`src/rtl/core/lgph_pkg.sv`:
```
// ----------------------------------------------------------------------------
// lgph_pkg
// Shared types, constants and word tables for the legacy game password hash.
// ----------------------------------------------------------------------------
package lgph_pkg;

  // Three lanes: the fourth password word changes no digest byte
  localparam int unsigned NUM_LANES      = 3;
  localparam int unsigned BYTES_PER_LANE = 4;
  localparam int unsigned WORD_W         = 32;
  localparam int unsigned BYTE_W         = 8;

  // Chain value in compact form: bits 7..0 as is, bit 8 as is, bit 9 stands
  // for bits 9..55, which the split values only ever set all together
  localparam int unsigned EXT_W = 10;

  // Divisor of the split and the substitute for an all-zero chain value
  localparam logic [16:0]       SPLIT_DIV  = 17'd65535;
  localparam logic [BYTE_W-1:0] ZERO_SUBST = 8'd102;

  typedef logic [1:0]                    lane_idx_t;
  typedef logic [EXT_W-1:0]              ext_t;
  typedef ext_t [BYTES_PER_LANE-1:0]     lane_pfx_t;
  typedef lane_pfx_t [NUM_LANES-1:0]     all_pfx_t;

  // Load enables for the two lane stages
  typedef struct packed {
    logic s1_load;
    logic s2_load;
  } lane_ctrl_t;

  // Per-word multiplier
  function automatic logic [WORD_W-1:0] word_mul(lane_idx_t idx);
    logic [WORD_W-1:0] m;
    unique case (idx)
      2'd0: m = 32'd213119;
      2'd1: m = 32'd213247;
      2'd2: m = 32'd213203;
      2'd3: m = 32'd213821;
    endcase
    return m;
  endfunction

  // Per-word addend
  function automatic logic [WORD_W-1:0] word_add(lane_idx_t idx);
    logic [WORD_W-1:0] a;
    unique case (idx)
      2'd0: a = 32'd2529077;
      2'd1: a = 32'd2529089;
      2'd2: a = 32'd229589;
      2'd3: a = 32'd2529997;
    endcase
    return a;
  endfunction

endpackage

```
`src/rtl/core/lgph_lane.sv`:
```
// ----------------------------------------------------------------------------
// lgph_lane
// One password word: multiply-add in stage 1, split into four values and
// local XOR prefix over the word's bytes in stage 2.
// ----------------------------------------------------------------------------
module lgph_lane (
  input  logic                          clk_i,
  input  lgph_pkg::lane_ctrl_t          ctrl_i,
  input  lgph_pkg::lane_idx_t           lane_idx_i,
  input  logic [lgph_pkg::WORD_W-1:0]   word_i,
  output lgph_pkg::lane_pfx_t           pfx_o
);
  import lgph_pkg::*;

  logic [WORD_W-1:0] word_q;
  logic [WORD_W-1:0] v_q;
  logic [WORD_W-1:0] v_d;
  logic [15:0]       rem_lo;
  logic [7:0]        quo_hi;
  logic [16:0]       rem_sum;
  logic              wrap;
  ext_t              kv   [BYTES_PER_LANE];
  ext_t              elem [BYTES_PER_LANE];
  lane_pfx_t         pfx_d;
  lane_pfx_t         pfx_q;

  // Multiply-add modulo 2^32
  assign v_d = word_i * word_mul(lane_idx_i) + word_add(lane_idx_i);

  always_ff @(posedge clk_i) begin
    if (ctrl_i.s1_load) begin
      word_q <= word_i;
      v_q    <= v_d;
    end
  end

  // Split: low 24 bits divided by 65535 through one compare; when the
  // quotient rounds up, the remainder goes negative and wraps
  assign rem_lo  = v_q[15:0];
  assign quo_hi  = v_q[23:16];
  assign rem_sum = {9'd0, quo_hi} + {1'b0, rem_lo};
  assign wrap    = (rem_sum >= SPLIT_DIV);

  always_comb begin
    kv[0] = {2'b00, rem_lo[7:0]};
    kv[1] = wrap ? {EXT_W{1'b1}} : {2'b00, rem_lo[15:8]};
    kv[2] = {1'b0, {1'b0, quo_hi} + {8'd0, wrap}};
    kv[3] = {2'b00, v_q[31:24]};
    for (int j = 0; j < BYTES_PER_LANE; j++) begin
      elem[j] = {2'b00, word_q[BYTE_W*j +: BYTE_W]} ^ kv[j];
    end
    // Local prefix over the four bytes of this word
    pfx_d[0] = elem[0];
    for (int j = 1; j < BYTES_PER_LANE; j++) begin
      pfx_d[j] = pfx_d[j-1] ^ elem[j];
    end
  end

  always_ff @(posedge clk_i) begin
    if (ctrl_i.s2_load) begin
      pfx_q <= pfx_d;
    end
  end

  assign pfx_o = pfx_q;

endmodule

```
`src/rtl/core/lgph_merge.sv`:
```
// ----------------------------------------------------------------------------
// lgph_merge
// Carries each lane's running XOR into the next lanes, replaces all-zero
// chain values and registers the 12-byte digest.
// ----------------------------------------------------------------------------
module lgph_merge (
  input  logic                  clk_i,
  input  logic                  load_i,
  input  lgph_pkg::all_pfx_t    pfx_i,
  output logic [63:0]           digest_low_o,
  output logic [31:0]           digest_high_o
);
  import lgph_pkg::*;

  localparam int unsigned NUM_BYTES = NUM_LANES * BYTES_PER_LANE;

  ext_t                               carry [NUM_LANES];
  ext_t                               chain;
  logic [NUM_BYTES*BYTE_W-1:0]        digest_d;
  logic [NUM_BYTES*BYTE_W-1:0]        digest_q;

  always_comb begin
    // Running XOR entering each lane
    carry[0] = '0;
    for (int l = 1; l < NUM_LANES; l++) begin
      carry[l] = carry[l-1] ^ pfx_i[l-1][BYTES_PER_LANE-1];
    end
    digest_d = '0;
    chain    = '0;
    for (int l = 0; l < NUM_LANES; l++) begin
      for (int j = 0; j < BYTES_PER_LANE; j++) begin
        chain = pfx_i[l][j] ^ carry[l];
        digest_d[BYTE_W*(l*BYTES_PER_LANE + j) +: BYTE_W] =
          (chain == '0) ? ZERO_SUBST : chain[BYTE_W-1:0];
      end
    end
  end

  always_ff @(posedge clk_i) begin
    if (load_i) begin
      digest_q <= digest_d;
    end
  end

  assign digest_low_o  = digest_q[63:0];
  assign digest_high_o = digest_q[95:64];

endmodule

```
`src/rtl/core/legacy_game_password_hash.sv`:
```
// An input transfer passes the registered multiply, split and merge stages in order.
// Throughput: one item per cycle while out_stall_i does not hold the output; three
// lanes, one per password word, each with one 32-bit multiplier, run side by side
// and a merge stage joins them.
// Each stage advances when empty or when the stage after it advances.
// Reset clears the stage valid bits only; no result is pending after reset.
// ----------------------------------------------------------------------------
// legacy_game_password_hash
// Legacy game-server password digest: 16 password bytes in, 12 bytes out.
// ----------------------------------------------------------------------------
module legacy_game_password_hash (
  input  logic        clk_i,
  input  logic        rst_ni,
  input  logic        in_valid_i,
  output logic        in_stall_o,
  input  logic [63:0] password_low_i,
  input  logic [63:0] password_high_i,
  output logic        out_valid_o,
  input  logic        out_stall_i,
  output logic [63:0] digest_low_o,
  output logic [31:0] digest_high_o
);
  import lgph_pkg::*;

  logic       s1_v_q;
  logic       s2_v_q;
  logic       out_v_q;
  logic       out_rdy;
  logic       s2_rdy;
  logic       s1_rdy;
  logic       in_xfer;
  lane_ctrl_t ctrl;
  all_pfx_t   pfx;
  logic [WORD_W-1:0] words [NUM_LANES];

  // Stage readiness, from the output back to the input
  assign out_rdy = !out_v_q || !out_stall_i;
  assign s2_rdy  = !s2_v_q || out_rdy;
  assign s1_rdy  = !s1_v_q || s2_rdy;
  assign in_xfer = in_valid_i && s1_rdy;

  assign in_stall_o   = !s1_rdy;
  assign out_valid_o  = out_v_q;
  assign ctrl.s1_load = in_xfer;
  assign ctrl.s2_load = s1_v_q && s2_rdy;

  // Advance stage valid bits
  always_ff @(posedge clk_i or negedge rst_ni) begin
    if (!rst_ni) begin
      s1_v_q  <= 1'b0;
      s2_v_q  <= 1'b0;
      out_v_q <= 1'b0;
    end else begin
      if (s1_rdy)  s1_v_q  <= in_valid_i;
      if (s2_rdy)  s2_v_q  <= s1_v_q;
      if (out_rdy) out_v_q <= s2_v_q;
    end
  end

  // Little-endian words of the first 12 bytes
  assign words[0] = password_low_i[31:0];
  assign words[1] = password_low_i[63:32];
  assign words[2] = password_high_i[31:0];

  for (genvar l = 0; l < NUM_LANES; l++) begin : g_lane
    lgph_lane u_lane (
      .clk_i      (clk_i),
      .ctrl_i     (ctrl),
      .lane_idx_i (lane_idx_t'(l)),
      .word_i     (words[l]),
      .pfx_o      (pfx[l])
    );
  end

  lgph_merge u_merge (
    .clk_i         (clk_i),
    .load_i        (s2_v_q && out_rdy),
    .pfx_i         (pfx),
    .digest_low_o  (digest_low_o),
    .digest_high_o (digest_high_o)
  );

  // Input is held off only when every stage is full
  assert property (@(posedge clk_i) disable iff (!rst_ni)
    in_stall_o |-> (s1_v_q && s2_v_q && out_v_q))
    else $error("input stalled with a free stage");

  // An accepted item lands in stage 1
  assert property (@(posedge clk_i) disable iff (!rst_ni)
    in_xfer |=> s1_v_q)
    else $error("accepted item lost at stage 1");

  // A new result only comes from a filled stage 2
  assert property (@(posedge clk_i) disable iff (!rst_ni)
    $rose(out_v_q) |-> $past(s2_v_q))
    else $error("result without a stage 2 item");

endmodule

```
`config.mk`:
```
export PLATFORM = sky130hd
export DESIGN_NAME = legacy_game_password_hash
export DESIGN_NICKNAME = d
export VERILOG_FILES = /design/src/rtl/core/lgph_pkg.sv /design/src/rtl/core/lgph_lane.sv /design/src/rtl/core/lgph_merge.sv /design/src/rtl/core/legacy_game_password_hash.sv
export SDC_FILE = /design/constraint.sdc
export NUM_CORES = 2
export LEC_CHECK = 0
export ABC_AREA = 1
export BUFFER_PORTS_ARGS = -buffer_cell sky130_fd_sc_hd__buf_2
export CORE_UTILIZATION = 41
export DETAILED_ROUTE_END_ITERATION = 7
export PLACE_DENSITY = 0.68
export SLEW_MARGIN = 20
export SYNTH_ARGS = -nofsm -noshare
export SYNTH_HDL_FRONTEND = slang
export SYNTH_SLANG_ARGS = --single-unit
```
`constraint.sdc`:
```
create_clock -name clk_i -period 13 [get_ports clk_i]
set_input_delay 3.25 -clock clk_i [delete_from_list [all_inputs] [get_ports clk_i]]
set_output_delay 3.25 -clock clk_i [all_outputs]
set_load 0.01 [all_outputs]
```
---- After elaboration in Yosys (flattened, before gate mapping) ----
Cells that the tools add are included.
cells by class
  muxes and demuxes ....................... 3
  add/subtract/negate cells ............... 9
  multiply operators ...................... 3
  bitwise logic cells ..................... 29
  magnitude comparators ................... 3
  reductions and logical operators ........ 23
operator list
  kind                    count
  $xor 10x10->10          17
  $logic_not 10->1        12
  $mul 32x18->32 const B  3
  $add 32x22->32 const B  2
  $add 8x16->17           3
  $ge 17x16->1 const B    3
  $xor 8x8->8             6
  $add 32x18->32 const B  1
  $mux 10                 3
  $xor 8x10->10           3
  $add 8x1->9             3
  $xor 8x9->9             3
  $logic_not 1->1         5
  $logic_and 1x1->1       3
  $logic_or 1x1->1        3
storage, ports and cells
  input port bits ......................... 132
  bits in registers ....................... 411
  output and inout bits ................... 98
  logic and storage cells ................. 103

---- Logic depth before layout (Yosys ltp) ----
  word-level depth ........................ 7
  depth in mapped cells ................... 25
  depth with buffers taken out ............ 25

---- Cells and area by module ----
A second synthesis with hierarchy kept.
second synthesis, totals
  cell total of the unflattened synthesis .. 5154
  area total of the unflattened synthesis .. 50180.6 um^2
by module, submodules not included
  module                         area each (um^2)  times used  sequential area each (um^2)  cells an instance
  lgph_lane at g_lane[2].u_lane  15082.0           1           2942.8                       1542
  lgph_lane at g_lane[0].u_lane  15036.9           1           2942.8                       1548
  lgph_lane at g_lane[1].u_lane  14886.8           1           2942.8                       1518
  lgph_merge                     5032.3            1           2882.8                       528
  legacy_game_password_hash      142.6             1           75.1                         18

---- Least setup slack after synthesis ----
No wires, ideal clock.
  path type ............................... input to register
  start ................................... in out_stall_i
  end ..................................... reg g_lane[0].u_lane.v_q[0], enable pin
  path buffers ............................ 0
  path slack .............................. 0.770 ns
  arrival ................................. 11.484 ns
  required time ........................... 12.253 ns
  stages .................................. 5
  setup time .............................. 0.747 ns
  path through ............................ nand2_1 > nor2_1 > inv_1 > nor2_1 > nor2_1
RTL lines
  element               line                             RTL
  start, declared       legacy_game_password_hash.sv:19  input logic out_stall_i,
  end signal, assigned  lgph_lane.sv:33                  v_q <= v_d;
  end, declared         lgph_lane.sv:16                  logic [WORD_W-1:0] v_q;

---- Worst setup path in the final report ----
  start ................................... in password_low_i[41]
  end ..................................... reg g_lane[1].u_lane.v_q[29], data pin
on the way
  longest elaborated chain between the ends .. 2
ends and longest elaborated chain
  element                             line                             RTL
  start, declared                     legacy_game_password_hash.sv:16  input logic [63:0] password_low_i,
  $mul 32x18->32                      lgph_lane.sv:28                  assign v_d = word_i * word_mul(lane_idx_i) + word_add(lane_idx_i);
  $add 32x22->32                      lgph_lane.sv:28
  named net g_lane[1].u_lane.v_d[29]  lgph_lane.sv:17                  logic [WORD_W-1:0] v_d;
  end signal, assigned                lgph_lane.sv:33
  end, declared                       lgph_lane.sv:16
The timed path passes the listed nets, and every way through them passes these cells.
A chain may end at the register's enable or synchronous reset.

==> results.py <==
metrics = {
    "synth": {
        "synth_area_um2": 39200,
        "synth_compound_area_share_pct": 3.38,
        "synth_edf_count": 390,
        "synth.distinct_cells": 47,
        "syn_inst": 3883,
        "ys_ff_latch": 393,
        "syn_nets": 4953,
        "yosys.area_share.simple_pct": 8.69,
        "synthMuxAreaShare_pct": 0,
        "synth_xor_area_share_pct": 8.62,
        "synth_fa_ha_area_share_pct": 38.1,
        "synth_ff_type": "edfxtp_1",
        "ys_warn_count": 0,
        "yosysSeqAreaShare_pct": 30.1,
        "async_flop_share_pct": 0.763,
        "synth_top_family_by_area": "adder cells",
        "syn_avg_cell_area_um2": 10.1,
    },
    "worst_setup_path": {
        "start_kind": "primary input",
        "worstSetupEndpointType": "register",
        "crit_fanout": 7,
        "max_stage_delay_ns": 0.53,
        "cp_cell_sequence": "buf_2 > inv_1 > fa_1 > inv_1 > fa_1 > inv_1 > fa_1 > fa_1 > fa_1 > fa_1 > inv_1 > ha_1 > a21oi_1 > a21boi_0 > o21ai_0 > nand2_1 > nand3_1 > nand3_1 > nand2_1 > a31oi_1 > xor2_1",
        "r2r_end": "g_lane[0].u_lane.pfx_o[36]$_DFFE_PP_",
        "critPathRequiredTime_ns": 13.32,
        "critPathLaunch": "password_low_i[41]",
        "r2r_slack_ns": 8.80,
        "rr_startpoint": "g_lane[0].u_lane.v_q[16]$_DFFE_PP_",
        "reg2reg_depth": 22,
        "crit_top_cell": "fa_1",
        "critPathSlowestCell": "fa_1",
        "crit_type": "primary input to register",
        "cp.arrival_ns": 8.66,
    },
    "timing": {
        "maxSlewHeadroom_pct": 24.6,
        "setup_viol": 0,
        "tns_ns": 0,
        "hold_viol_final": 0,
        "rsz0062_at_grt": "no",
        "clock.fmax_mhz": 120,
        "worst_clock_skew_ns": 0.0304,
        "tightest_slew_ns": 1.13,
        "timing.final.crit_share_pct": 64.2,
        "slew_violations": 0,
        "period_needed_ns": 8.35,
    },
    "route": {
        "drt_pre_antenna_iters": 5,
        "routed_wl_um": 90400,
        "drt-wirelength-per-cell_um": 16.7,
        "vias": 25400,
        "ant_nets": 0,
        "drt_iter0_drc": 1674,
        "viasPerCell": 4.70,
        "drc_errors": 0,
    },
    "grt": {
        "grt_usage_pct": 19.1,
        "grt-ovfl-total": 0,
        "grt_pass1_wl_um": 143000,
        "antenna_found_initial": 7,
        "first_global_vias": 25800,
        "grt_max_degree": 192,
    },
    "worst_hold_path": {
        "hp-class": "register to register",
        "min_path_cells": 0,
        "min_from": "g_lane[0].u_lane.pfx_o[10]$_DFFE_PP_",
        "holdPathEnd": "u_merge.digest_q[8]$_SDFFCE_PN0P_",
    },
    "die": {
        "core_area_um2": 94900,
        "num_io_pins": 230,
        "start_util_pct": 41.3,
        "die_h_um": 311,
        "rows": 113,
        "dieArea_um2": 96800,
        "fp.dieW_um": 311,
    },
    "clocking": {
        "clk_pin_slew_ns": 0.06,
        "cts_setup_buffers": 0,
        "cts.hold.buffers_added": 0,
        "cts_buffers": 45,
        "clock-sinks": 393,
        "cts_max_path_buffers": 3,
        "cts_tree": "built",
        "clockRootBuffer": "clkbuf_16",
        "htreeDepth": 2,
        "post_cts_resized": 0,
        "clkLatencyLatePin_ns": 0.59,
    },
    "placed_design": {
        "dp_hpwl_um": 77600,
        "gp_congestion": 0.910,
        "portBuffers": 197,
        "placedCellCount": 5322,
    },
    "cells_and_area": {
        "final_cells": 5403,
        "fin_nets": 5174,
        "drive_gt1_share_pct": 7.74,
        "syn_to_final_growth_pct": 10.4,
    },
    "status": {
        "status": "finished, final reports clean",
    },
    "run": {
        "maxCapViolations": 0,
    },
}
-- registers in the layout, indices dropped and copies added (netlist names) --
name	count
g_lane.u_lane.pfx_o	102
g_lane.u_lane.v_q	96
g_lane.u_lane.word_q	96
out_valid_o	1
s1_v_q	1
s2_v_q	1
u_merge.digest_q	96
-- routing by layer --
layer  global-route usage (%)  part of all wire, %  wire (um)
met5                        0                0.056         51
met4                     3.93                  1.9       1670
met3                     3.29                  6.0       5430
met2                     30.0                   44      40100
met1                     27.5                   48      43100
-- cell usage after synthesis, types with 23 or more instances --
cell,n,area (um2)
clkbuf_1,23,86.3
ha_1,513,6420
nor3_1,23,115
a21oi_1,122,611
fa_1,425,8510
nand4_1,39,244
inv_1,1129,4240
o21ai_0,55,275
nand2_1,426,1600
xor2_1,245,2150
nor2_1,110,413
edfxtp_1,390,11700
nand3_1,105,526
xnor2_1,133,1160
-- area by class of cell --
class                   count  area, um2
clock inverters            32        404
fillers                  8821      51600
inverters                1131       4250
multi-input cells        2332      23000
clock buffers              48       1140
well taps                1265       1580
flip-flops and latches    393      11800
diodes                      1       2.50
repair buffers            201       1030
-- metrics by stage --
step           util [%]  setup slack (ns)  hold slack (ns)  cell area [um2]
2_1_floorplan         -             0.770            0.433            39200
3_3_place_gp       43.9              4.03            0.438            41700
3_5_place_dp       43.9              4.00            0.436            41700
4_1_cts            45.6              4.65            0.445            43200
5_1_grt            45.6              4.34            0.459            43200
6_report           45.6              4.65            0.441            43200
-- layout by cell type, fill, tap and decap left out, drive strengths merged, types with 8 or more instances in the layout --
cell type     n
o21ai        66
clkbuf       48
a21boi        8
a21oi       124
nand4        39
or2          10
nand3b       15
nand3       108
fa          425
xor2        245
clkinv       20
xnor2       137
nor3         24
nand2       438
nor2        115
buf         201
nor4         21
ha          513
edfxtp      390
inv        1133
-- critical path: cells and delay by family --
| kind | cells | cell delay, ns |
|---|---|---|
| adder cells (fa/ha/maj) | 7 | 3.20 |
| AO/OA/AOI/OAI | 4 | 0.87 |
| buffers and inverters | 5 | 0.75 |
| AND/OR/NAND/NOR | 4 | 0.47 |
| XOR/XNOR | 1 | 0.08 |
-- cell families (layout without fill, tap and decap cells) --
| group | after synthesis | count (layout) |
|---|---|---|
| adders and majority gates | 938 | 938 |
| and+or+nand+nor | 777 | 777 |
| other | 0 | 1 |
| AOI/OAI and AO/OA | 235 | 235 |
| DFF | 393 | 393 |
| buffers and inverters | 1158 | 1412 |
| xor gates and xnor gates | 382 | 382 |
-- worst max-delay path by stage --
| stage | endpoint | slack [ns] | depth (start not counted) |
|---|---|---|---|
| 6_report | g_lane[1].u_lane.v_q[29]$_DFFE_PP_ | 4.65 | 21 |
| 5_1_grt | g_lane[1].u_lane.v_q[31]$_DFFE_PP_ | 4.34 | 21 |
| 4_1_cts | g_lane[0].u_lane.v_q[29]$_DFFE_PP_ | 4.65 | 19 |
| 3_5_place_dp | g_lane[0].u_lane.v_q[29]$_DFFE_PP_ | 4.00 | 19 |
| 3_3_place_gp | g_lane[1].u_lane.v_q[31]$_DFFE_PP_ | 4.03 | 21 |
| 2_1_floorplan | g_lane[0].u_lane.v_q[0]$_DFFE_PP_ | 0.77 | 5 |
Power is not shown: default switching activity piles up to over one toggle a cycle in this logic, so the estimate is an artifact.
